<file path="config.mk">
export PLATFORM = sky130hd
export DESIGN_NAME = cdvs_div
export DESIGN_NICKNAME = d
export VERILOG_FILES = /design/src/rtl/core/cdvs_pkg.sv /design/src/rtl/core/cdvs_div.sv
export SDC_FILE = /design/constraint.sdc
export NUM_CORES = 1
export LEC_CHECK = 0
export BUFFER_PORTS_ARGS = -buffer_cell sky130_fd_sc_hd__buf_2
export CAP_MARGIN = 10
export CORE_MARGIN = 2
export CORE_UTILIZATION = 35
export DETAILED_ROUTE_END_ITERATION = 8
export PLACE_DENSITY = 0.64
export RECOVER_POWER = 25
export SLEW_MARGIN = 20
export SYNTH_ARGS = -nofsm -noshare
export SYNTH_HDL_FRONTEND = slang
export SYNTH_SLANG_ARGS = --single-unit
</file>
<file path="constraint.sdc">
create_clock -name clk -period 4.05 [get_ports clk]
set_input_delay 0.405 -clock clk [delete_from_list [all_inputs] [get_ports clk]]
set_output_delay 0.405 -clock clk [all_outputs]
set_load 0.02 [all_outputs]
</file>
<file path="src/rtl/core/cdvs_pkg.sv">
// Shared types, constants and saturation helpers for the critically damped smoother.
// No dependencies; every other file in rtl/core imports this package.
`timescale 1ns / 1ps
`default_nettype none
package cdvs_pkg;

  localparam int NUM_AXES = 3;

  // Wide intermediates are held in 49-bit two's complement, bounded at +-(2^47 - 1).
  typedef logic signed [48:0] wide_t;
  typedef logic signed [49:0] sum_t;

  localparam logic signed [49:0] WIDE_LIM_S = 50'sd140737488355327;
  localparam logic [46:0]        WIDE_LIM_U = 47'h7FFF_FFFF_FFFF;

  localparam logic [23:0] ST_FLOOR = 24'd7;
  localparam logic [23:0] ST_RESET = 24'd6554;
  localparam logic [27:0] X_MAX    = 28'hFFF_FFFF;
  localparam logic [15:0] C_QUAD   = 16'd31457;
  localparam logic [15:0] C_CUBE   = 16'd15401;

  localparam int DIV_N_W = 49;
  localparam int DIV_D_W = 54;

  typedef struct packed {
    logic signed [31:0] target_x;
    logic signed [31:0] target_y;
    logic signed [31:0] target_z;
    logic [15:0]        delta_time;
    logic               seed;
  } in_req_t;

  typedef struct packed {
    logic signed [31:0] out_x;
    logic signed [31:0] out_y;
    logic signed [31:0] out_z;
    logic               snapped;
  } out_res_t;

  typedef struct packed {
    logic signed [31:0] pos;
    logic signed [31:0] vel;
    logic signed [65:0] dot;
  } lane_res_t;

  function automatic sum_t ext32(input logic signed [31:0] v);
    return {{18{v[31]}}, v};
  endfunction

  function automatic sum_t extw(input wide_t v);
    return {v[48], v};
  endfunction

  function automatic wide_t sat_w(input sum_t v);
    sum_t neg_lim;
    neg_lim = -WIDE_LIM_S;
    if (v > WIDE_LIM_S) begin
      return WIDE_LIM_S[48:0];
    end else if (v < neg_lim) begin
      return neg_lim[48:0];
    end
    return v[48:0];
  endfunction

  function automatic logic signed [31:0] sat32(input wide_t v);
    if (v > 49'sd2147483647) begin
      return 32'sh7FFF_FFFF;
    end else if (v < -49'sd2147483648) begin
      return 32'sh8000_0000;
    end
    return v[31:0];
  endfunction

endpackage
`default_nettype wire

</file>
<file path="src/rtl/core/cdvs_div.sv">
// Restoring divider, one quotient bit per cycle, used for omega and the decay factor.
// Depends on cdvs_pkg for the operand widths.
`timescale 1ns / 1ps
`default_nettype none
module cdvs_div (
  input  wire logic                         clk,
  input  wire logic                         rst_n,
  input  wire logic                         start,
  input  wire logic [cdvs_pkg::DIV_N_W-1:0] num,
  input  wire logic [cdvs_pkg::DIV_D_W-1:0] den,
  output logic                              busy,
  output logic                              done,
  output logic [cdvs_pkg::DIV_N_W-1:0]      quo
);
  import cdvs_pkg::*;

  logic [DIV_D_W:0]   rem_r;
  logic [DIV_N_W-1:0] quo_r;
  logic [DIV_D_W-1:0] den_r;
  logic [5:0]         cnt_r;
  logic               busy_r;
  logic               done_r;

  logic [DIV_D_W:0] rem_sh;
  logic [DIV_D_W:0] rem_dif;
  logic             fits;

  assign rem_sh  = {rem_r[DIV_D_W-1:0], quo_r[DIV_N_W-1]};
  assign fits    = rem_sh >= {1'b0, den_r};
  assign rem_dif = rem_sh - {1'b0, den_r};

  always_ff @(posedge clk) begin
    if (!rst_n) begin
      busy_r <= 1'b0;
      done_r <= 1'b0;
      cnt_r  <= '0;
    end else begin
      done_r <= 1'b0;
      if (start) begin
        rem_r  <= '0;
        quo_r  <= num;
        den_r  <= den;
        cnt_r  <= '0;
        busy_r <= 1'b1;
      end else if (busy_r) begin
        rem_r <= fits ? rem_dif : rem_sh;
        quo_r <= {quo_r[DIV_N_W-2:0], fits};
        cnt_r <= cnt_r + 6'd1;
        if (cnt_r == 6'(DIV_N_W - 1)) begin
          busy_r <= 1'b0;
          done_r <= 1'b1;
        end
      end
    end
  end

  assign busy = busy_r;
  assign done = done_r;
  assign quo  = quo_r;

endmodule
`default_nettype wire

</file>
After elaboration in Yosys (flattened, before gate mapping). Index checks and enable logic that the tools add are counted.

Register bits after elaboration: 165. Bits of input ports: 106. Output and inout bits: 51. Word-level logic and storage cells: 25.

Add/subtract/negate cells: 2. $lt $le $gt $ge: 1. Equality and inequality tests: 1. Multiplexer cells: 8. Bitwise operators: 2. Reductions and logical operators: 5.

Operator list (number): 54-bit two-way mux (2); 49-bit two-way mux (2); 55-bit by 54-bit >= comparator with 1-bit output (1); 54-bit subtractor (1); 6-bit by 1-bit adder with 6-bit output, second input constant (1); 6-bit == test, second input constant (1); 1-bit two-way mux (4); 2-bit AND reduction (2); 3-bit OR reduction (1); 1-bit inverter (2); 2-bit nonzero test (1); 2-bit OR reduction (1).

Longest topological paths before layout.
Depth in word-level cells: 4. Mapped depth: 14. Mapped depth without buffers: 14.

Least setup slack after synthesis. No wires, ideal clock.

Path kind: in2reg. Start point: input port start. End point: register quo_r[0] (netlist: quo[0]) (enable). Library setup time: 471 ps. Arrival time: 3107 ps. Required time: 3579 ps. Setup slack: 472 ps. Stages: 2. Path buffers: 1. Cells stage by stage: buf_1 > o21a_1.

Word-level cells in the longest chain between the ends: 2.

RTL lines: start: declaration (line cdvs_div.sv:8) `input wire logic start,`; 2-bit nonzero test (no source line); 2-bit AND reduction (no source line); end signal: assignment (line cdvs_div.sv:41) `quo_r <= num;`; end signal: assignment (line cdvs_div.sv:47) `quo_r <= {quo_r[DIV_N_W-2:0], fits};`; end: declaration (line cdvs_div.sv:18) `logic [DIV_N_W-1:0] quo_r;`.

Every way passes these cells. A chain may end at the register's enable or synchronous reset.

Final worst setup path.
Start point: register rem_r[5]. End point: register rem_r[25], data pin.

Word-level cells in the longest chain between the ends: 3. Elaborated cells between the ends (all ways): 4. Classes of those cells: add/sub: 1; order compare: 1; mux: 2.

RTL lines: start: declaration (line cdvs_div.sv:17) `logic [DIV_D_W:0] rem_r;`; start signal: assignment (line cdvs_div.sv:46) `rem_r <= fits ? rem_dif : rem_sh;`; 54-bit subtractor or 55-bit by 54-bit >= comparator with 1-bit output (tied branches) (line cdvs_div.sv:30, cdvs_div.sv:29); 54-bit two-way mux (*) (line cdvs_div.sv:46); 54-bit two-way mux (*) (line cdvs_div.sv:45) `end else if (busy_r) begin`.

Mark *: on every way between the ends. The rest lies on a longest branch, timed or not. The select of a mux whose other input is x is not followed.

==> results.yml <==
logic_synthesis:
  synth.area.mux_share: 0.0711
  synth-edff-count: 157
  ys_seq_elements: 165
  synth_xor_area_frac: 0.0480
  synth_simple_gate_area_share: 0.109
  synth_flop_cell: "edfxtp_1"
  synth_top_family_by_area: "compound AO/OA/AOI/OAI gates"
  netlist_area_mm2: 0.00985
  synth-compound-area-share: 0.159
  yosysWarnings: 0
  syn_inst: 902
  synth_cell_types: 71
  syn-num-nets: 1065
  seq_area_frac_synth: 0.495
  synthAdderAreaFrac: 0.0731
  syn_area_per_cell_um2: 10.9
  async_flop_share: 0
clock_network:
  hold_buffers: 0
  worstSkewPairLatency_ns: 0.44
  cts-resized-gates: 0
  root_buffer: "clkbuf_16"
  post_cts_buffers: 0
  cts_tree: "built"
  path_clk_slew_ns: 0.08
  clock_path_buffers: 2
  htreeDepth: 4
  cts_num_sinks: 165
  cts_buffers: 17
final_layout:
  drive_gt1_frac: 0.258
  diodes: 0
  fin_area_mm2: 0.0116
  area_growth_pct: 17.9
  finalNetCount: 1214
floorplan:
  num_rows: 61
  die_area_mm2: 0.0295
  core_mm2: 0.0278
  die_y_um: 172
  io_pins: 157
  start_util: 0.355
  fp.dieW_um: 172
sta:
  skew_ns: 0.0128
  slew_viol_final: 55
  final.setup.tns_ns: 0
  rsz0062_at_grt: "no"
  hold_viol: 0
  setup_viol: 0
  worst-slew-pin-transition_ns: 2.80
  min_period_over_period: 0.900
  slew-limit-headroom: -0.870
  finalCriticalPeriod_ns: 3.65
  fmax_mhz: 274
worst_setup_path:
  criticalPathCategory: "reg -> reg"
  worstSetupStartpointType: "register"
  worst_setup_path_end_kind: "register"
  slowest_delay_ns: 0.55
  rrSetupSlack_ns: 0.40
  rr_startpoint: "rem_r[5]$_SDFFCE_PP0P_"
  critical_path_buf_inv_count: 1
  rr_worst_depth: 11
  r2r_end: "rem_r[25]$_SDFFCE_PP0P_"
  path_cells: "ha_1 > a21o_1 > or2_1 > o211ai_2 > a2111oi_4 > o2111ai_2 > nand3_2 > a31oi_4 > buf_4 > mux2i_1 > nor2_1"
  worstPathRequired_ns: 4.21
  crit_path_max_fanout: 33
  crit_family: "compound AO/OA/AOI/OAI gates"
  crit_path_start: "rem_r[5]$_SDFFCE_PP0P_"
  worst_path_max_delay_cell: "a31oi_4"
  worstPathArrival_ns: 3.81
routing:
  wl_per_cell_um: 16.1
  drt_pre_antenna_iters: 5
  drt_wl_total_um: 23200
  vias: 7270
  dr.first_iter.drc_count: 404
  vias_per_cell: 5.04
  ant_nets: 0
  drc_errors: 0
worst_hold_path:
  hold_path_class: "in -> reg"
  whs_endpoint: "den_r[19]$_DFFE_PP_"
  worstHoldStart: "den[19]"
  min_path_cells: 1
placement:
  io_buffers: 156
  post_dp_cell_area_mm2: 0.0110
  hpwl_um: 16800
  globalplace.congestion: 0.878
global_routing:
  grt_max_degree: 55
  grt_antenna_before_repair: 1
  overflow: 0
  grt_pass1_vias: 7287
  grt_usage: 0.160
  grt_pass1_wl_um: 37100
flow_run:
  maxCapViolations: 1
power:
  power.total_w: 0.00519
  p_leak_nw: 4.84
  p_per_area_mw_per_mm2: 447
  vdd_drop_max_uv: 265
status:
  status: "finished with violations"
  violations: "max-capacitance violations, max-slew violations"
## flip-flops by register name, summed over array words and instances (netlist names)
register / cells
busy: 1
cnt_r: 6
den_r: 54
done: 1
quo: 49
rem_r: 54
## power breakdown
group | internal, W | total [W] | switching, W | leakage [nW]
combinational | 0.000586 | 0.00142 | 0.000830 | 2.98
sequential | 0.00205 | 0.00212 | 0.0000682 | 1.57
clock | 0.000836 | 0.00165 | 0.000818 | 0.293
## worst reg2reg max path: cells and delay by family, from the launching register on
kind / cells / cell delay [ns]
flip-flops: 1 / 0.40
AO/OA/AOI/OAI: 5 / 1.43
buffers and inverters: 1 / 0.47
multiplexers: 1 / 0.25
adder cells (fa/ha/maj): 1 / 0.37
AND/OR/NAND/NOR: 3 / 0.45
## layer usage
metal,vias to the layer above,routed length [µm],global-route usage
li1,3590,-,-
met1,3459,10900,0.210
met2,194,10500,0.255
met3,27,1510,0.0518
met4,0,341,0.0446
met5,-,0,0
## cell type report
| type | instances | area [µm²] |
|---|---|---|
| fill | 2732 | 16200 |
| sequential | 165 | 4870 |
| multi-input combinational | 628 | 4540 |
| timing repair buffer | 166 | 863 |
| tap | 378 | 473 |
| clock buffer | 17 | 425 |
| inverter | 73 | 274 |
| clock inverter | 15 | 171 |
## layout by cell type, fill, tap and decap left out, types with 4 or more instances in the layout
| cell | Yosys | routed |
|---|---|---|
| nand2b_1 | 8 | 8 |
| buf_4 | 4 | 9 |
| inv_6 | 0 | 6 |
| o21bai_1 | 9 | 9 |
| and3_1 | 8 | 8 |
| o211ai_1 | 4 | 4 |
| and4_1 | 5 | 5 |
| xor2_1 | 24 | 24 |
| nand2_1 | 44 | 44 |
| mux2_2 | 48 | 48 |
| inv_8 | 0 | 4 |
| a21o_1 | 35 | 35 |
| nor2b_1 | 7 | 7 |
| mux2i_1 | 16 | 16 |
| ha_1 | 56 | 56 |
| nand3_1 | 8 | 8 |
| edfxtp_1 | 157 | 157 |
| or3_1 | 5 | 5 |
| o21ai_1 | 8 | 8 |
| a21oi_1 | 92 | 92 |
| nand4_1 | 14 | 14 |
| nor3_1 | 7 | 7 |
| nor2_1 | 100 | 100 |
| dfxtp_1 | 8 | 8 |
| inv_1 | 73 | 73 |
| clkbuf_16 | 0 | 17 |
| a22o_1 | 8 | 8 |
| buf_2 | 6 | 152 |
| clkinv_8 | 0 | 4 |
| xnor2_1 | 30 | 30 |
| o21ai_0 | 27 | 27 |
| o21a_1 | 5 | 4 |
| a221oi_2 | 4 | 4 |
## cell usage after synthesis, drive strengths merged, types with 15 or more instances
cell type / instances / share of area
inv: 73 / 0.028
nor2: 101 / 0.039
mux2: 48 / 0.055
xnor2: 30 / 0.027
ha: 56 / 0.071
a21o: 35 / 0.027
nand2: 44 / 0.017
edfxtp: 157 / 0.48
nand4: 15 / 0.010
o21ai: 37 / 0.020
xor2: 24 / 0.021
clkbuf: 18 / 0.0070
a21oi: 96 / 0.051
buf: 18 / 0.011
mux2i: 16 / 0.016
## how the worst max path moves through the flow
stage,depth (start not counted),endpoint,slack [ns]
2_1_floorplan,2,quo[0]$_DFFE_PP_,0.47
3_3_place_gp,11,rem_r[16]$_SDFFCE_PP0P_,0.49
3_5_place_dp,11,rem_r[21]$_SDFFCE_PP0P_,0.39
4_1_cts,11,rem_r[21]$_SDFFCE_PP0P_,0.38
5_1_grt,12,rem_r[24]$_SDFFCE_PP0P_,0.06
6_report,11,rem_r[25]$_SDFFCE_PP0P_,0.40
## per-stage QoR
| stage | worst slack (ns) | hold slack, ns | cells | util |
|---|---|---|---|---|
| after CTS | 0.376 | 0.121 | 1442 | 0.419 |
| after global routing | 0.0580 | 0.120 | 1442 | 0.418 |
| after global placement | 0.489 | 0.474 | 1410 | 0.397 |
| after floorplan | 0.472 | 0.458 | 902 | - |
| after detailed placement | 0.393 | 0.501 | 1410 | 0.397 |
| final | 0.404 | 0.135 | 1442 | 0.418 |
## cells by family (layout without fill, tap and decap cells)
| logic type | count (synthesis) | in the layout |
|---|---|---|
| AOI/OAI and AO/OA | 229 | 229 |
| xor gates and xnor gates | 54 | 54 |
| adders and majority gates | 57 | 57 |
| buffers and inverters | 109 | 271 |
| DFF | 165 | 165 |
| muxes | 64 | 64 |
| and+or+nand+nor | 224 | 224 |
(Power assumes the default switching activity.)
