**config.mk**
```make
export PLATFORM = sky130hd
export DESIGN_NAME = cdvs_merge
export DESIGN_NICKNAME = d
export VERILOG_FILES = /design/src/rtl/core/cdvs_pkg.sv /design/src/rtl/core/cdvs_merge.sv
export SDC_FILE = /design/constraint.sdc
export NUM_CORES = 1
export LEC_CHECK = 0
export BUFFER_PORTS_ARGS = -buffer_cell sky130_fd_sc_hd__clkbuf_2
export CAP_MARGIN = 10
export CELL_PAD_IN_SITES_DETAIL_PLACEMENT = 1
export CELL_PAD_IN_SITES_GLOBAL_PLACEMENT = 1
export CORE_AREA = 2 2 151 153
export CTS_CLUSTER_DIAMETER = 80
export DETAILED_ROUTE_END_ITERATION = 12
export DIE_AREA = 0 0 153 155
export PLACE_DENSITY = 0.84
export SETUP_SLACK_MARGIN = 0.02
export SLEW_MARGIN = 30
export SYNTH_ARGS = -nofsm -noshare
export SYNTH_HDL_FRONTEND = slang
export SYNTH_SLANG_ARGS = --single-unit
```
**constraint.sdc**
```tcl
create_clock -name clk -period 6.75 [get_ports clk]
set_input_delay 1.0125 -clock clk [delete_from_list [all_inputs] [get_ports clk]]
set_output_delay 1.0125 -clock clk [all_outputs]
set_load 0.01 [all_outputs]
```
**src/rtl/core/cdvs_pkg.sv**
```systemverilog
// Shared types, constants and saturation helpers for the critically damped smoother.
// No dependencies; every other file in rtl/core imports this package.
`timescale 1ns / 1ps
`default_nettype none
package cdvs_pkg;

  localparam int NUM_AXES = 3;

  // Wide intermediates are held in 49-bit two's complement, bounded at +-(2^47 - 1).
  typedef logic signed [48:0] wide_t;
  typedef logic signed [49:0] sum_t;

  localparam logic signed [49:0] WIDE_LIM_S = 50'sd140737488355327;
  localparam logic [46:0]        WIDE_LIM_U = 47'h7FFF_FFFF_FFFF;

  localparam logic [23:0] ST_FLOOR = 24'd7;
  localparam logic [23:0] ST_RESET = 24'd6554;
  localparam logic [27:0] X_MAX    = 28'hFFF_FFFF;
  localparam logic [15:0] C_QUAD   = 16'd31457;
  localparam logic [15:0] C_CUBE   = 16'd15401;

  localparam int DIV_N_W = 49;
  localparam int DIV_D_W = 54;

  typedef struct packed {
    logic signed [31:0] target_x;
    logic signed [31:0] target_y;
    logic signed [31:0] target_z;
    logic [15:0]        delta_time;
    logic               seed;
  } in_req_t;

  typedef struct packed {
    logic signed [31:0] out_x;
    logic signed [31:0] out_y;
    logic signed [31:0] out_z;
    logic               snapped;
  } out_res_t;

  typedef struct packed {
    logic signed [31:0] pos;
    logic signed [31:0] vel;
    logic signed [65:0] dot;
  } lane_res_t;

  function automatic sum_t ext32(input logic signed [31:0] v);
    return {{18{v[31]}}, v};
  endfunction

  function automatic sum_t extw(input wide_t v);
    return {v[48], v};
  endfunction

  function automatic wide_t sat_w(input sum_t v);
    sum_t neg_lim;
    neg_lim = -WIDE_LIM_S;
    if (v > WIDE_LIM_S) begin
      return WIDE_LIM_S[48:0];
    end else if (v < neg_lim) begin
      return neg_lim[48:0];
    end
    return v[48:0];
  endfunction

  function automatic logic signed [31:0] sat32(input wide_t v);
    if (v > 49'sd2147483647) begin
      return 32'sh7FFF_FFFF;
    end else if (v < -49'sd2147483648) begin
      return 32'sh8000_0000;
    end
    return v[31:0];
  endfunction

endpackage
`default_nettype wire

```
**src/rtl/core/cdvs_merge.sv**
```systemverilog
// Combines the three per-axis overshoot products into the snap decision.
// Depends on cdvs_pkg for the lane result struct.
`timescale 1ns / 1ps
`default_nettype none
module cdvs_merge (
  input  wire logic                clk,
  input  wire logic                rst_n,
  input  wire logic                start,
  input  wire cdvs_pkg::lane_res_t lane [cdvs_pkg::NUM_AXES],
  output logic                     done,
  output logic                     snap
);
  import cdvs_pkg::*;

  logic               done_r;
  logic               snap_r;
  logic signed [67:0] dsum;

  // Dot product of (target - position) and (new position - target).
  assign dsum = {{2{lane[0].dot[65]}}, lane[0].dot}
              + {{2{lane[1].dot[65]}}, lane[1].dot}
              + {{2{lane[2].dot[65]}}, lane[2].dot};

  always_ff @(posedge clk) begin
    if (!rst_n) begin
      done_r <= 1'b0;
      snap_r <= 1'b0;
    end else begin
      done_r <= start;
      if (start) begin
        snap_r <= dsum > 68'sd0;
      end
    end
  end

  assign done = done_r;
  assign snap = snap_r;

endmodule
`default_nettype wire

```
---- After elaboration in Yosys (flattened, before gate mapping) ----
Index checks and enable logic that the tools add are counted.
Widths: inputs -> output; s select.
cells by class
  $add $sub $neg .......................... 2
  magnitude comparators ................... 1
operators by type and width
  cell                 number
  $add 67x66->68       1
  $gt 68x1->1 const B  1
  $add 66x66->67       1
word-level totals
  bits in registers ....................... 2
  bits of input ports ..................... 393
  output and inout bits ................... 2
  word-level logic and storage cells ...... 5

---- Longest topological paths before layout ----
Gate-level depths: netlist of the first run.
  depth in word-level cells ............... 3
  mapped depth ............................ 15
  gate-level depth less buffers ........... 15

---- Worst setup path after synthesis of the first run ----
No wires, ideal clock.
  kind .................................... input port to flip-flop
  start ................................... input port lane[1] (netlist name)
  end ..................................... register snap_r (netlist: snap)
  library setup time ...................... 125 ps
  data arrival time ....................... 4,333 ps
  data required time ...................... 6,625 ps
  slack ................................... 2,292 ps
  stages on the path ...................... 15
  buffers on the path ..................... 0
  cells stage by stage .................... fa_1 ha_1 inv_1 fa_1 nand2b_1 a21o_1 a22o_1 o21ai_1 a21oi_2 a21oi_2 mux2i_1 o311ai_0 or4_1 nor4_2 a21oi_1
between the ends
  longest elaborated chain between the ends .. 2
ends and longest elaborated chain
  what                  line              RTL
  start, declared       cdvs_merge.sv:9   input wire cdvs_pkg::lane_res_t lane [cdvs_pkg::NUM_AXES],
  $add 67x66->68        cdvs_merge.sv:22  + {{2{lane[2].dot[65]}}, lane[2].dot};
  $gt 68x1->1           cdvs_merge.sv:31  snap_r <= dsum > 68'sd0;
  end signal, assigned  cdvs_merge.sv:31
  end, declared         cdvs_merge.sv:16  logic snap_r;
No other way between the ends.
A chain may end at the register's enable or synchronous reset.

---- Worst setup path after layout of the first run ----
Same ends and word-level chain as after synthesis.

==> impl_metrics.tcl, run 1 <==
set metrics [dict create \
    ant_nets 0 \
    nets 1526 \
    start_kind "input port" \
    core_area_um2 22200 \
    grt_usage_pct 19.1 \
    async_flop_share_pct 0 \
    min_period_ns 5.29 \
    drt_iter0_drc 418 \
    grt_pass1_vias 7582 \
    cts_tree "yes" \
    yosys_most_used_dff "dfxtp_1" \
    slew_headroom_pct 47.5 \
    antenna_found_initial 0 \
    firstDrtPassIters 5 \
    die_area_um2 23700 \
    synth_cell_types 86 \
    worst_clock_skew_ns 0 \
    vias_per_cell 5.67 \
    start_util_pct 28.8 \
    critPathRequiredTime_ns 6.84 \
    pre_cts_ws_ns 1.28 \
    cts_sinks 2 \
    syn_inst 832 \
    synth_seq_cells 2 \
    postSynthAreaPerCell_um2 7.70 \
    seq_area_um2 40.0 \
    io_pins 395 \
    drcViolationCount 0 \
    seq_area_frac_synth_pct 0.625 \
    port_buffers 202 \
    clk_latency_ns 0.22 \
    postCtsHoldBufs 0 \
    cp_slowest_stage_delay_ns 0.64 \
    grt_max_degree 14 \
    wl_per_cell_um 18.5 \
    period_share_pct 78.4 \
    gr-total-overflow 0 \
    yosysTopAreaCellShare_pct 20.9 \
    setup_tns_ns 0 \
    die_h_um 155 \
    antenna_cells 0 \
    cts_max_level 1 \
    critical_path.cell_chain "clkbuf_2, fa_1, ha_1, inv_1, fa_1, nand2b_1, a21o_1, a22o_1, o21ai_1, a21oi_2, o21ai_0, mux2i_1, o311ai_0, or4_1, nor4_2, a21oi_1" \
    place_hpwl_um 21000 \
    grt_pass1_wl_um 38100 \
    setup_viol 0 \
    powerDensity_nw_per_um2 191 \
    globalplace.congestion 0.920 \
    synth_edf_count 0 \
    finalWorstSetupSlack_ns 1.46 \
    final-max-slew-violation-count 0 \
    end_kind "register" \
    p_leak_nw 3.31 \
    fp.dieW_um 153 \
    status "completed" \
    cts_resized 0 \
    synthesis.area_um2 6410 \
    rows 55 \
    rsz0062_at_grt "no" \
    area_growth_pct 19.3 \
    multiInputGateArea_um2 6080 \
    cts_setup_buffers 0 \
    synth_top_area_cell "fa_1" \
    cp_max_fo 5 \
    ir_drop_mv 0.131 \
    syn_nets 1358 \
    cts.clk_slew.worst_paths_ns 0.03 \
    netlist_top_cells_area "fa_1 (21%), ha_1 (13%), a21oi_1 (6.2%)" \
    max-clock-path-buffers 2 \
    clock.fmax_mhz 189 \
    critPathKind "in2reg" \
    cts_buffers 3 \
    vias 7275 \
    wl_um 23700 \
    critPathMostFrequentCell "fa_1" \
    yosysMostFrequentCell "nand2_1" \
    fillers 2841 \
    maxCapViolCount 0 \
    crit_buf_inv 2 \
    tightestPinTransition_ns 0.780 \
    yosysWarnings 0 \
    critPathTopFamily "compound AO/OA/AOI/OAI gates" \
    cts-root-buf "clkbuf_16" \
    cpMaxStageDelayCell "or4_1" \
    hp-class "reg2reg" \
    synth_commonest_cells "nand2_1 (90), a21oi_1 (79), nor2_1 (68)" \
    worst_ep_arrival_time_ns 5.38 \
    drive_gt1_share_pct 24.0 \
    hold_viol_final 0 \
]
==> placed cells by master (no fill, tap or decap), types with 6 or more instances in the layout <==
cell	instances
clkbuf_2	202
nand2_1	90
a21oi_1	79
nor2_1	68
fa_1	67
ha_1	66
o21ai_0	47
a21o_1	30
nand4_1	26
inv_1	22
nand3_1	18
nor3_1	17
o21a_1	16
xnor2_1	16
xor2_1	14
o21bai_1	13
a31oi_1	11
o21ai_1	11
o211ai_1	10
a211oi_1	10
o31ai_1	10
nor4_1	10
nand2b_1	9
mux2i_1	9
nor2b_1	7
and3_1	7
or3_1	7
a21oi_2	6
==> where the power goes <==
group / leakage, nW / internal (mW) / switching (mW) / total [mW]
clock network: 0.0370 / 0.0753 / 0.0133 / 0.0886
registers: 0.0166 / 0.0130 / 0.000377 / 0.0134
logic: 3.25 / 0.504 / 0.851 / 1.36
total: 3.31 / 0.593 / 0.865 / 1.46
==> per-stage QoR <==
stage | area [um2] | hold WS, ns | std cells | power [mW] | utilization [%]
2_1_floorplan | 6410 | 0.679 | 832 | 0.950 | -
3_3_place_gp | 7570 | 0.687 | 1280 | 1.32 | 34.1
3_5_place_dp | 7570 | 0.680 | 1280 | 1.35 | 34.1
4_1_cts | 7640 | 0.686 | 1283 | 1.45 | 34.4
5_1_grt | 7640 | 0.731 | 1283 | 1.59 | 34.4
6_report | 7640 | 0.675 | 1283 | 1.46 | 34.4
==> worst register-to-register path, stage by stage, from the launching register on <==
cell,delay (ns)
dfxtp_1,0.29
nor2b_1,0.13
a22oi_1,0.20
o2111ai_1,0.14
a2111oi_0,0.43
nand4_1,0.18
nor4_1,0.33
nand4_1,0.14
nor4_1,0.32
nand4_1,0.23
nor4_2,0.21
a21oi_1,0.10
==> sequential cells by signal, indices dropped and copies added, names as in the netlist <==
name	count
snap	1
done	1
==> cells by family after synthesis <==
logic type	Yosys count	share of synthesized area, %
adder cells (fa/ha/maj)	133	33.8
AND/OR/NAND/NOR	286	21.8
AO/OA/AOI/OAI	308	33.2
buffers and inverters	61	4.49
multiplexers	12	1.93
flip-flops	2	0.625
XOR/XNOR	30	4.10
==> metal layers <==
| layer | wire length, um | global-route usage (%) | vias to the layer above |
|---|---|---|---|
| met5 | 0 | 0 | - |
| met4 | 352 | 2.60 | 0 |
| met3 | 1260 | 1.53 | 25 |
| met2 | 11300 | 34.3 | 247 |
| met1 | 10800 | 25.8 | 3537 |
| li1 | - | - | 3466 |
==> path summary, 6_finish.rpt <==
check / from / endpoint / slack, ns / depth (start not counted)
max: lane[1] / snap$_SDFFE_PN0P_ / 1.46 / 16
min: snap$_SDFFE_PN0P_ / snap$_SDFFE_PN0P_ / 0.67 / 3
max reg2reg: snap$_SDFFE_PN0P_ / snap$_SDFFE_PN0P_ / 3.93 / 11
min reg2reg: snap$_SDFFE_PN0P_ / snap$_SDFFE_PN0P_ / 0.67 / 3
==> area by class of cell <==
type,count,share of cell area [%]
clock buffers,3,0.982
inverters,22,1.08
multi-input cells,769,79.5
flip-flops and latches,2,0.524
well taps,285,4.66
repair buffers,202,13.2
(Power assumes the default switching activity.)
==> run 2: changes to the inputs <==
--- a/config.mk
+++ b/config.mk
@@ -9,11 +9,10 @@
 export CAP_MARGIN = 10
 export CELL_PAD_IN_SITES_DETAIL_PLACEMENT = 1
 export CELL_PAD_IN_SITES_GLOBAL_PLACEMENT = 1
-export CORE_AREA = 2 2 151 153
+export CORE_UTILIZATION = 28
 export CTS_CLUSTER_DIAMETER = 80
 export DETAILED_ROUTE_END_ITERATION = 12
-export DIE_AREA = 0 0 153 155
-export PLACE_DENSITY = 0.84
+export PLACE_DENSITY = 0.85
 export SETUP_SLACK_MARGIN = 0.02
 export SLEW_MARGIN = 30
 export SYNTH_ARGS = -nofsm -noshare
==> constraint.sdc (replaced) <==
create_clock -name clk -period 4.5 [get_ports clk]
set_input_delay 0.675 -clock clk [delete_from_list [all_inputs] [get_ports clk]]
set_output_delay 0.675 -clock clk [all_outputs]
set_load 0.01 [all_outputs]
==> run 2 against run 1 <==
- critical path depth increased by 4
- final cell count grew 12%
- register-to-register slack worse by 2.0 ns
- die area fell by 0.94%
- non-clock buffer count up 162
- clock power is 59% higher
- clock skew unchanged
- cell area grew 19%
- combinational power rose by 92%
- clock-buffer cell count unchanged
- worst setup slack got worse by 1.5 ns
- utilization grew 6.6 points
- critical path type unchanged
==> impl_metrics.tcl, run 2 (same netlist as run 1, synthesis figures left out) <==
set metrics [dict create \
    nets 1688 \
    p_sw_mw 1.48 \
    met1_usage_pct 27.8 \
    slew_headroom_pct 50.2 \
    grt_pass1_vias 8453 \
    p_clk_share_pct 5.1 \
    vias 7838 \
    max-clock-path-buffers 2 \
    drt_iter0_drc 299 \
    antenna_found_initial 0 \
    powerDensity_nw_per_um2 305 \
    globalplace.congestion 0.932 \
    total_power_mw 2.77 \
    layout_commonest_cell "clkbuf_2" \
    drive_gt1_share_pct 37.0 \
    vias_per_cell 5.44 \
    start_kind "input port" \
    cts_sinks 2 \
    final-instance-count-excl-fill 1440 \
    final-max-slew-violation-count 0 \
    hp-class "in2reg" \
    met2_usage_pct 39.1 \
    core_area_um2 22200 \
    wl_per_cell_um 18.0 \
    pwr-share-seq_pct 0.7 \
    p_leak_nw 4.13 \
    port_buffers 202 \
    grt_usage_pct 21.7 \
    area_growth_pct 41.8 \
    clock.fmax_mhz 223 \
    status "completed" \
    tightestPinTransition_ns 0.741 \
    firstDrtPassIters 4 \
    pwr-share-comb_pct 94.2 \
    cts.clk_slew.worst_paths_ns 0.03 \
    grt_pass1_wl_um 41600 \
    internal_power_mw 1.29 \
    worst_clock_skew_ns 0 \
    start_util_pct 28.9 \
    wl_um 25900 \
    cp_max_fo 5 \
    gr-total-overflow 0 \
    cts_max_level 1 \
    die_h_um 153 \
    fp.dieW_um 153 \
    hold_slack_ns 0.720 \
    cts_buffers 3 \
    clk_latency_ns 0.23 \
    io_pins 395 \
    drcViolationCount 0 \
    hold_viol_final 0 \
    place_hpwl_um 23100 \
    ir_drop_mv 0.241 \
    worst_ep_arrival_time_ns 4.59 \
    setup_viol 0 \
    rows 54 \
    post_dp_cell_area_um2 8740 \
    die_area_um2 23500 \
    postCtsHoldBufs 0 \
    cts-root-buf "clkbuf_16" \
    dp_cells 1432 \
    grt_max_degree 13 \
    min_period_ns 4.49 \
    netSwitchingFraction_pct 53.4 \
    end_kind "register" \
    finalInstanceArea_um2 9080 \
    ant_nets 0 \
    rsz0062_at_grt "yes" \
    maxCapViolCount 0 \
    antenna_cells 0 \
    critPathRequiredTime_ns 4.60 \
    cts_tree "yes" \
    busiest_layer "met2" \
    met3_usage_pct 1.76 \
    period_share_pct 99.8 \
    final_cell_mix "clkbuf_2 (201), buf_4 (159), nand2_1 (90)" \
    critPathKind "in2reg" \
]
## run 2: changes by cell type in the layout (fill, tap and decap cells not counted), sizes merged
cell,previous run,this run
buf,0,163
clkbuf,205,204
## run 2: layout make-up
class                      instances  area [um2]
tap                              280         350
fill                            2802       13100
inverter                          22        82.6
timing repair buffer             364        2250
sequential                         2        40.0
clock buffer                       3        75.1
multi-input combinational        769        6280
## run 2: power by group through the flow
stage | Combinational, mW | Clock [mW] | Sequential, mW
2_1_floorplan | 1.40 | 0 | 0.0212
3_3_place_gp | 2.38 | 0 | 0.0203
3_5_place_dp | 2.44 | 0 | 0.0204
4_1_cts | 2.50 | 0.142 | 0.0203
5_1_grt | 2.84 | 0.144 | 0.0207
6_report | 2.61 | 0.141 | 0.0203
## run 2: metal layers
layer	up-vias	wire, um
met4	0	418
li1	3790	-
met5	-	0
met1	3796	11500
met3	29	1120
met2	223	12800
## run 2: worst paths after layout
kind,cells after the start,slack [ns],endpoint,from
hold / removal,2,0.72,done$_SDFF_PN0_,start
setup reg to reg,11,1.90,snap$_SDFFE_PN0P_,snap$_SDFFE_PN0P_
setup / recovery,20,0.008,snap$_SDFFE_PN0P_,lane[131]
hold reg to reg,3,0.77,snap$_SDFFE_PN0P_,snap$_SDFFE_PN0P_
## run 2: repair_timing
item,in CTS,in global routing
pin swaps,6,18
setup buffers,1,4
endpoints found under the setup margin,1,1
gates resized for setup,15,30
## run 2: per-stage QoR
stage	utilization (%)	setup TNS, ns	setup WS (ns)
after global placement	39.4	-0.419	-0.419
after floorplan	-	0	0.380
after global routing	41.0	-0.0738	-0.0738
after CTS	40.1	0	0.0257
final	41.0	0	0.00770
after detailed placement	39.4	-0.529	-0.529
## run 2: worst max-delay path, stage by stage
cell       delay [ns]
buf_6            0.09
fa_1             0.56
ha_2             0.21
inv_2            0.05
fa_2             0.36
nand2b_4         0.15
a21o_1           0.20
buf_6            0.12
a211o_4          0.35
a31oi_4          0.19
buf_4            0.15
buf_12           0.09
a211oi_2         0.07
buf_4            0.17
a21o_1           0.20
a211o_1          0.34
a31oi_4          0.19
o2111ai_4        0.13
nor4_4           0.19
a21oi_2          0.10
